**config.mk**
```make
export PLATFORM = sky130hd
export DESIGN_NAME = joypad_line_packet_receiver_top_flat
export DESIGN_NICKNAME = d
export VERILOG_FILES = /design/src/rtl/jlpr_pkg.sv /design/src/rtl/jlpr_line_if.sv /design/src/rtl/jlpr_cell.sv /design/src/rtl/jlpr_chain.sv /design/src/rtl/joypad_line_packet_receiver_top.sv /design/src/flat_wrapper.sv
export SDC_FILE = /design/constraint.sdc
export NUM_CORES = 1
export LEC_CHECK = 0
export BUFFER_PORTS_ARGS = -buffer_cell sky130_fd_sc_hd__buf_2
export CAP_MARGIN = 20
export CORE_MARGIN = 2
export CORE_UTILIZATION = 59
export DETAILED_ROUTE_END_ITERATION = 12
export PLACE_DENSITY = 0.77
export SYNTH_ARGS = -nofsm -noshare
export SYNTH_HDL_FRONTEND = slang
export SYNTH_SLANG_ARGS = --single-unit
```
**constraint.sdc**
```tcl
create_clock -name clk -period 13.66 [get_ports clk]
set_input_delay 2.732 -clock clk [delete_from_list [all_inputs] [get_ports clk]]
set_output_delay 2.732 -clock clk [all_outputs]
set_load 0.1 [all_outputs]
```
**src/rtl/jlpr_pkg.sv**
```systemverilog
// Package with the shared types and constants of the joypad line packet receiver.
package jlpr_pkg;

	localparam int PAD_W = 8;
	localparam int NIB_W = 4;
	localparam int IDX_OUT_W = 4;
	localparam int REG_INDEX_W = 4;
	localparam int BIT_CNT_W = 3;

	localparam logic [NIB_W-1:0] NIB_ALL = 4'hf;
	localparam logic [4:0] MP_REQ_CMD = 5'h11;
	localparam logic [1:0] LAST_PLAYER = 2'd3;
	localparam logic [BIT_CNT_W-1:0] LAST_BIT = 3'd7;

	typedef enum logic [1:0] {
		MODE_ONE = 2'd0,
		MODE_TWO = 2'd1,
		MODE_FOUR = 2'd2,
		MODE_FOUR_ALT = 2'd3
	} player_mode_t;

	typedef enum logic [REG_INDEX_W-1:0] {
		REG_PAD_ONE = 4'd0,
		REG_PAD_TWO = 4'd1,
		REG_PAD_THREE = 4'd2,
		REG_PAD_FOUR = 4'd3
	} reg_index_t;

	typedef struct packed {
		logic shift;
		logic load;
	} chain_ctl_t;

endpackage

```
**src/rtl/jlpr_line_if.sv**
```systemverilog
// Channel interfaces for the select line writes and the result words.
interface jlpr_line_if;
	logic valid;
	logic ready;
	logic select_dpad;
	logic select_buttons;

	modport source (output valid, output select_dpad, output select_buttons, input ready);
	modport sink (input valid, input select_dpad, input select_buttons, output ready);
endinterface

interface jlpr_result_if;
	logic valid;
	logic ready;
	logic [3:0] joyp_nibble;
	logic byte_valid;
	logic [7:0] packet_byte;
	logic [3:0] byte_index;
	logic last;

	modport source (output valid, output joyp_nibble, output byte_valid, output packet_byte,
		output byte_index, output last, input ready);
	modport sink (input valid, input joyp_nibble, input byte_valid, input packet_byte,
		input byte_index, input last, output ready);
endinterface

```
**src/rtl/jlpr_cell.sv**
```systemverilog
// One byte cell of the packet chain.
module jlpr_cell (
	input  logic                      clk,
	input  logic                      shift,
	input  logic [jlpr_pkg::PAD_W-1:0] d,
	output logic [jlpr_pkg::PAD_W-1:0] q
);

	logic [jlpr_pkg::PAD_W-1:0] byte_q;

	always_ff @(posedge clk) begin
		if (shift) begin
			byte_q <= d;
		end
	end

	assign q = byte_q;

endmodule

```
**src/rtl/jlpr_chain.sv**
```systemverilog
// Row of byte cells that collects packet bytes and rotates them out from the head.
module jlpr_chain #(
	parameter int PACKET_BYTES = 16
) (
	input  logic                       clk,
	input  jlpr_pkg::chain_ctl_t       ctl,
	input  logic [jlpr_pkg::PAD_W-1:0] new_byte,
	output logic [jlpr_pkg::PAD_W-1:0] head_byte,
	output logic [jlpr_pkg::PAD_W-1:0] second_byte
);

	localparam int SECOND = (PACKET_BYTES > 1) ? 1 : 0;

	logic [jlpr_pkg::PAD_W-1:0] cell_q [PACKET_BYTES];
	logic [jlpr_pkg::PAD_W-1:0] cell_d [PACKET_BYTES];

	for (genvar k = 0; k < PACKET_BYTES; k++) begin : g_cell
		if (k == PACKET_BYTES - 1) begin : g_tail
			assign cell_d[k] = ctl.load ? new_byte : cell_q[0];
		end else begin : g_body
			assign cell_d[k] = cell_q[k+1];
		end

		jlpr_cell u_cell (
			.clk   (clk),
			.shift (ctl.shift),
			.d     (cell_d[k]),
			.q     (cell_q[k])
		);
	end

	assign head_byte = cell_q[0];
	assign second_byte = cell_q[SECOND];

endmodule

```
**src/rtl/joypad_line_packet_receiver_top.sv**
```systemverilog
// Top level of the joypad line packet receiver.
//
// Each accepted line word yields one result word with the joypad nibble; a word
// that carries the stop bit of a complete packet yields that word followed by the
// packet bytes, one result word per cycle while the sink is ready. The byte rate is
// set by the single output register and the byte chain, which rotates one byte to
// its head per cycle while the sink is ready. No new line word is taken until the
// last packet byte is loaded.
module joypad_line_packet_receiver_top #(
	parameter int PACKET_BYTES = 16
) (
	input  logic                             clk,
	input  logic                             arst_n,
	jlpr_line_if.sink                        line,
	jlpr_result_if.source                    result,
	input  logic                             cfg_we,
	input  logic [jlpr_pkg::REG_INDEX_W-1:0] cfg_index,
	input  logic [jlpr_pkg::PAD_W-1:0]       cfg_data
);

	localparam int CNT_W = $clog2(PACKET_BYTES + 1);
	localparam logic [CNT_W-1:0] LAST_BYTE = CNT_W'(PACKET_BYTES - 1);
	localparam logic [CNT_W-1:0] FULL_CNT = CNT_W'(PACKET_BYTES);

	logic [jlpr_pkg::PAD_W-1:0] pad_q [4];
	logic dpad_lock_q, btn_lock_q;
	logic [1:0] player_idx_q;
	jlpr_pkg::player_mode_t player_mode_q;
	logic await_q, strobe_q, full_q;
	logic [jlpr_pkg::BIT_CNT_W-1:0] bit_cnt_q;
	logic [CNT_W-1:0] byte_cnt_q;
	logic [jlpr_pkg::PAD_W-1:0] shift_q;
	logic emit_q;
	logic [CNT_W-1:0] emit_cnt_q;
	logic out_valid_q;
	logic [jlpr_pkg::NIB_W-1:0] nib_q;
	logic byte_valid_q, last_q;
	logic [jlpr_pkg::PAD_W-1:0] byte_q;
	logic [jlpr_pkg::IDX_OUT_W-1:0] index_q;

	logic acc, p14, p15, step, slot_free, emit_fire;
	logic [1:0] inc_idx, idx_n;
	jlpr_pkg::player_mode_t mode_n;
	logic [jlpr_pkg::PAD_W-1:0] pad;
	logic [jlpr_pkg::NIB_W-1:0] nib;
	logic dl_n, bl_n, await_n, strobe_n, full_n, emit_n, store_byte;
	logic [jlpr_pkg::BIT_CNT_W-1:0] bit_cnt_n;
	logic [CNT_W-1:0] byte_cnt_n, byte_inc;
	logic [jlpr_pkg::PAD_W-1:0] shift_n;
	logic [jlpr_pkg::PAD_W-1:0] head_byte, second_byte;
	jlpr_pkg::chain_ctl_t chain_ctl;

	assign p14 = line.select_dpad;
	assign p15 = line.select_buttons;
	assign slot_free = !out_valid_q || result.ready;
	assign line.ready = !emit_q && slot_free;
	assign acc = line.valid && line.ready;
	assign emit_fire = emit_q && slot_free;

	always_comb begin
		step = p14 && p15 && !dpad_lock_q && !btn_lock_q;
		inc_idx = player_idx_q + 2'd1;
		idx_n = player_idx_q;
		mode_n = player_mode_q;
		if (step) begin
			case (player_mode_q)
				jlpr_pkg::MODE_ONE: idx_n = 2'd0;
				jlpr_pkg::MODE_TWO: idx_n = {1'b0, inc_idx[0]};
				default: idx_n = inc_idx;
			endcase
		end
		pad = pad_q[idx_n];
		nib = jlpr_pkg::NIB_ALL;
		if (p14 && p15) begin
			nib = jlpr_pkg::NIB_ALL - {2'b00, idx_n};
		end
		if (!p14) begin
			nib = nib & pad[3:0];
		end
		if (!p15) begin
			nib = nib & pad[7:4];
		end

		dl_n = step ? 1'b1 : dpad_lock_q;
		bl_n = step ? 1'b1 : btn_lock_q;
		if (!p15 && p14) begin
			bl_n = 1'b0;
		end
		if (p15 && !p14) begin
			dl_n = 1'b0;
		end

		await_n = await_q;
		strobe_n = strobe_q;
		full_n = full_q;
		bit_cnt_n = bit_cnt_q;
		byte_cnt_n = byte_cnt_q;
		shift_n = shift_q;
		emit_n = 1'b0;
		store_byte = 1'b0;
		byte_inc = byte_cnt_q + CNT_W'(1);
		if (!p14 && !p15) begin
			await_n = 1'b0;
			byte_cnt_n = '0;
			bit_cnt_n = '0;
			strobe_n = 1'b1;
			full_n = 1'b0;
		end else if (await_q) begin
			await_n = 1'b1;
		end else if (p14 && p15) begin
			strobe_n = 1'b0;
		end else if (strobe_q) begin
			full_n = 1'b0;
			await_n = 1'b1;
			bit_cnt_n = '0;
			byte_cnt_n = '0;
		end else begin
			strobe_n = 1'b1;
			if (full_q) begin
				if (p15) begin
					if (head_byte[7:3] == jlpr_pkg::MP_REQ_CMD) begin
						mode_n = jlpr_pkg::player_mode_t'(second_byte[1:0]);
						idx_n = jlpr_pkg::LAST_PLAYER;
					end
					emit_n = 1'b1;
					full_n = 1'b0;
					await_n = 1'b1;
				end
			end else begin
				shift_n = {!p15, shift_q[7:1]};
				bit_cnt_n = bit_cnt_q + jlpr_pkg::BIT_CNT_W'(1);
				if (bit_cnt_q == jlpr_pkg::LAST_BIT) begin
					store_byte = 1'b1;
					byte_cnt_n = byte_inc;
					if (byte_inc >= FULL_CNT) begin
						full_n = 1'b1;
					end
				end
			end
		end

		chain_ctl.shift = (acc && store_byte) || emit_fire;
		chain_ctl.load = acc && store_byte;
	end

	jlpr_chain #(
		.PACKET_BYTES (PACKET_BYTES)
	) u_chain (
		.clk         (clk),
		.ctl         (chain_ctl),
		.new_byte    (shift_n),
		.head_byte   (head_byte),
		.second_byte (second_byte)
	);

	always_ff @(posedge clk or negedge arst_n) begin
		if (!arst_n) begin
			for (int i = 0; i < 4; i++) begin
				pad_q[i] <= '1;
			end
		end else if (cfg_we) begin
			unique case (cfg_index)
				jlpr_pkg::REG_PAD_ONE: pad_q[0] <= cfg_data;
				jlpr_pkg::REG_PAD_TWO: pad_q[1] <= cfg_data;
				jlpr_pkg::REG_PAD_THREE: pad_q[2] <= cfg_data;
				jlpr_pkg::REG_PAD_FOUR: pad_q[3] <= cfg_data;
				default: ;
			endcase
		end
	end

	always_ff @(posedge clk or negedge arst_n) begin
		if (!arst_n) begin
			dpad_lock_q <= 1'b0;
			btn_lock_q <= 1'b0;
			player_idx_q <= '0;
			player_mode_q <= jlpr_pkg::MODE_ONE;
			await_q <= 1'b1;
			strobe_q <= 1'b0;
			full_q <= 1'b0;
			bit_cnt_q <= '0;
			byte_cnt_q <= '0;
			shift_q <= '0;
		end else if (acc) begin
			dpad_lock_q <= dl_n;
			btn_lock_q <= bl_n;
			player_idx_q <= idx_n;
			player_mode_q <= mode_n;
			await_q <= await_n;
			strobe_q <= strobe_n;
			full_q <= full_n;
			bit_cnt_q <= bit_cnt_n;
			byte_cnt_q <= byte_cnt_n;
			shift_q <= shift_n;
		end
	end

	always_ff @(posedge clk or negedge arst_n) begin
		if (!arst_n) begin
			out_valid_q <= 1'b0;
			emit_q <= 1'b0;
			emit_cnt_q <= '0;
		end else if (acc) begin
			out_valid_q <= 1'b1;
			emit_q <= emit_n;
			emit_cnt_q <= '0;
		end else if (emit_fire) begin
			out_valid_q <= 1'b1;
			emit_q <= (emit_cnt_q != LAST_BYTE);
			emit_cnt_q <= emit_cnt_q + CNT_W'(1);
		end else if (result.ready) begin
			out_valid_q <= 1'b0;
		end
	end

	always_ff @(posedge clk) begin
		if (acc) begin
			nib_q <= nib;
			byte_valid_q <= 1'b0;
			byte_q <= '0;
			index_q <= '0;
			last_q <= !emit_n;
		end else if (emit_fire) begin
			byte_valid_q <= 1'b1;
			byte_q <= head_byte;
			index_q <= jlpr_pkg::IDX_OUT_W'(emit_cnt_q);
			last_q <= (emit_cnt_q == LAST_BYTE);
		end
	end

	assign result.valid = out_valid_q;
	assign result.joyp_nibble = nib_q;
	assign result.byte_valid = byte_valid_q;
	assign result.packet_byte = byte_q;
	assign result.byte_index = index_q;
	assign result.last = last_q;

endmodule
```
**src/flat_wrapper.sv**
```systemverilog
// flat-port wrapper written by rule: the top's interface ports become plain ports
module joypad_line_packet_receiver_top_flat 
#(
	parameter int PACKET_BYTES = 16
)
  (clk, arst_n, cfg_we, cfg_index, cfg_data, line_valid, line_select_dpad, line_select_buttons, line_ready, result_valid, result_joyp_nibble, result_byte_valid, result_packet_byte, result_byte_index, result_last, result_ready);
  jlpr_line_if line_i ();
  jlpr_result_if result_i ();
  input  logic clk;
  input  logic arst_n;
  input  logic cfg_we;
  input  logic [jlpr_pkg::REG_INDEX_W-1:0] cfg_index;
  input  logic [jlpr_pkg::PAD_W-1:0] cfg_data;
  input wire logic [$bits(line_i.valid)-1:0] line_valid;
  input wire logic [$bits(line_i.select_dpad)-1:0] line_select_dpad;
  input wire logic [$bits(line_i.select_buttons)-1:0] line_select_buttons;
  output wire logic [$bits(line_i.ready)-1:0] line_ready;
  output wire logic [$bits(result_i.valid)-1:0] result_valid;
  output wire logic [$bits(result_i.joyp_nibble)-1:0] result_joyp_nibble;
  output wire logic [$bits(result_i.byte_valid)-1:0] result_byte_valid;
  output wire logic [$bits(result_i.packet_byte)-1:0] result_packet_byte;
  output wire logic [$bits(result_i.byte_index)-1:0] result_byte_index;
  output wire logic [$bits(result_i.last)-1:0] result_last;
  input wire logic [$bits(result_i.ready)-1:0] result_ready;
  assign line_i.valid = line_valid;
  assign line_i.select_dpad = line_select_dpad;
  assign line_i.select_buttons = line_select_buttons;
  assign line_ready = line_i.ready;
  assign result_valid = result_i.valid;
  assign result_joyp_nibble = result_i.joyp_nibble;
  assign result_byte_valid = result_i.byte_valid;
  assign result_packet_byte = result_i.packet_byte;
  assign result_byte_index = result_i.byte_index;
  assign result_last = result_i.last;
  assign result_i.ready = result_ready;
  joypad_line_packet_receiver_top #(.PACKET_BYTES(PACKET_BYTES)) u_core (.clk(clk), .arst_n(arst_n), .line(line_i), .result(result_i), .cfg_we(cfg_we), .cfg_index(cfg_index), .cfg_data(cfg_data));
endmodule
```
==> metrics <==
Via density 5.81; top_reg_cell synth edfxtp_1; pwr/cell area 168 nW/µm²; number of flops mapped to enable cells by yosys 133; antenna cells 0; Worst path slowest cell buf_2; post-cts sizing count 0; port bufs 38; H-tree depth 1; YS warnings 0; pins over their slew limit 0; Finish-stage setup viols 0; Die Height ~120 µm; worst hold slack between 0.4 and 0.5 ns; Fin. Hold Viols 0; die extent in x ~120 µm; drt total wl about 14 mm; leakage between 3 and 4 nW; Tot GR Track Use approximately a fifth; CTS root buf clkbuf_16; largest net degree at the start of global routing 104; Hold Path Class flop to flop; setup TNS 0 ns; CP Capture Type primary output; WL/cell about 18 µm; critical path class primary input to primary output; Netlist Area Pre-Place about 8000 µm²; initial core utilization 60.4%; drt drc 0; Iter 0 DRT Violations 403; CP peak stage delay approximately 0.43 ns; Final Cycle Share about 45%; Critical Path Fanout Max 2; async set-reset flop share out of synthesis approximately 30%; Slew HR 37.3%; CORE AREA between 10,000 and 15,000 µm²; worst vdd ir 0.137 mV; vias in the first global route 4,273; detailed placement HPWL roughly 8.4 mm; Antenna Nets Post-Route 0; Worst setup SP type primary input; Post-CTS Hold Fix Bufs 0; critical path's top delay family buffers and inverters; die area around 14,000 µm²; CTS tree yes; synthesized net count between 500 and 600; Total Power around 1.5 mW; CTS Buf Count 21; worst slew pin tran 0.941 ns; clock latency on the worst-skew pair approximately 0.5 ns; fin cells 761; share of the synthesized area in the top cell type between 40% and 50%; post-CTS setup buffer count 0; Synth top cells by count edfxtp_1, nand2_1, mux2_2; maximum clock path buffer count 3; RD Place Congestion about 0.82; Synth Area per Inst ~15 µm²; post-synthesis register bit count 209; post-synthesis sequential area ratio 73.5%; Max Cap Viol 0; nets@finish ~600; initial antenna violation count 1; cell count after synthesis 525; count leader, synth edfxtp_1; first drt pass iteration count 6; dpl cells 722; status finished clean; first-pass GRT wire length approximately 22 mm; max frequency ~160 MHz; post-synth cell types 56; final critical path time including I/O delays and setup ~6.1 ns; CTS clk-pin slew, worst paths 0.06 ns; Area Growth Syn to Fin 13.5%; grt ovf 0; CP required between 10 and 15 ns; CP Cell Sequence buf_2 -> nor2b_1 -> nor2_1 -> buf_2; Std-Cell Rows between 40 and 50; RSZ-0062 raised after global routing no; layout cell share with drive strength beyond 1 between 20% and 30%; via count between 4,000 and 5,000; CP Data Arrival Time about 3.4 ns; cell mode on critical path buf_2; leading area contributor after synthesis edfxtp_1; # IOs 39; worst clock skew roughly 0.022 ns; CTS Sinks roughly 210; Bufs and invs on worst path 2; synth top area cells edfxtp_1, dfstp_2, dfrtp_1, mux2_2, dfxtp_1
[state kept, by name, indices dropped and copies added, names as in the netlist, 4 cells and up]
name,count
u_core.byte_cnt_q,5
u_core.emit_cnt_q,5
u_core.pad_q,32
u_core.result.byte_index,4
u_core.result.joyp_nibble,4
u_core.result.packet_byte,8
u_core.shift_q,7
u_core.u_chain.g_cell.u_cell.q,128
[logic make-up (layout without fill, tap and decap cells)]
| logic type | after synthesis | after routing | synth area share (%) |
|---|---|---|---|
| flops | 209 | 209 | 73.5 |
| simple gates | 129 | 129 | 7.81 |
| compound gates | 86 | 86 | 7.09 |
| mux | 59 | 59 | 8.19 |
| buf+inv | 30 | 90 | 1.67 |
| fa+ha+maj | 10 | 10 | 1.57 |
| xor+xnor | 2 | 2 | 0.219 |
[metal layers]
| layer | wire (µm) | part of all wire [%] | track usage (%) | vias to the layer above |
|---|---|---|---|---|
| met5 | 0 | 0 | 0 | - |
| met4 | 337 | 2.4 | 6.90 | 0 |
| met3 | 749 | 5.3 | 3.77 | 28 |
| met2 | 6390 | 45 | 29.8 | 126 |
| met1 | 6600 | 47 | 29.0 | 2215 |
| li1 | - | - | - | 2049 |
[final cells by class]
class	instances	area, µm²
Sequential cell	209	5870
Inverter	11	41.3
Clock inverter	14	174
Multi-Input combinational cell	286	2000
Tap cell	176	220
Clock buffer	24	537
Fill cell	884	4170
Timing Repair Buffer	41	233
[path summary, 6_finish.rpt]
check                                                     startpoint                                   end  slack, ns  depth (start not counted)
worst max-delay path                                    result_ready                            line_ready       7.56                          4
worst min-delay path            u_core.u_chain.g_cell[6].u_cell.q[0]  u_core.u_chain.g_cell[5].u_cell.q[0]       0.41                          0
worst max register to register                   u_core.result.valid  u_core.u_chain.g_cell[0].u_cell.q[6]       9.83                          7
worst min register to register  u_core.u_chain.g_cell[6].u_cell.q[0]  u_core.u_chain.g_cell[5].u_cell.q[0]       0.41                          0
max in group asynchronous                                     arst_n                      u_core.pad_q[26]      10.57                          2
min in group asynchronous                                     arst_n                   u_core.result.valid       2.15                          1
[power breakdown]
part | leakage, nW | switching, mW | internal [mW] | total, mW
sequential | 2.04 | 0.0440 | 0.729 | 0.773
combinational | 0.977 | 0.0923 | 0.0752 | 0.168
clock | 0.352 | 0.228 | 0.359 | 0.586
[metrics by stage]
| stage | area (µm²) | util (%) | setup WS [ns] |
|---|---|---|---|
| 4_1_cts | 9050 | 68.3 | 7.56 |
| 5_1_grt | 9080 | 68.5 | 7.48 |
| 6_report | 9080 | 68.5 | 7.56 |
| 2_1_floorplan | 7990 | - | 3.30 |
| 3_3_place_gp | 8340 | 63.0 | 7.25 |
| 3_5_place_dp | 8340 | 63.0 | 7.10 |
[cells in the final DEF, fill, tap and decap left out, types with 3 or more instances in the layout]
| cell | instances |
|---|---|
| nor3_1 | 3 |
| clkinv_1 | 3 |
| buf_2 | 38 |
| nand3b_1 | 3 |
| nand2b_1 | 3 |
| dfrtp_1 | 30 |
| nor2_1 | 32 |
| clkbuf_16 | 21 |
| mux2i_1 | 11 |
| a311oi_1 | 3 |
| nand3_1 | 9 |
| mux2_2 | 47 |
| a21oi_1 | 24 |
| o22ai_1 | 4 |
| bufinv_16 | 4 |
| a22oi_1 | 3 |
| ha_1 | 10 |
| inv_1 | 11 |
| a221oi_1 | 4 |
| nand2_1 | 51 |
| clkinv_2 | 5 |
| dfstp_2 | 33 |
| a31oi_1 | 5 |
| a22o_1 | 4 |
| or3_1 | 6 |
| nor2b_1 | 5 |
| edfxtp_1 | 133 |
| dfxtp_1 | 13 |
| o21ai_0 | 21 |
| clkbuf_1 | 3 |
No activity file was read; power rests on OpenSTA's default activity.
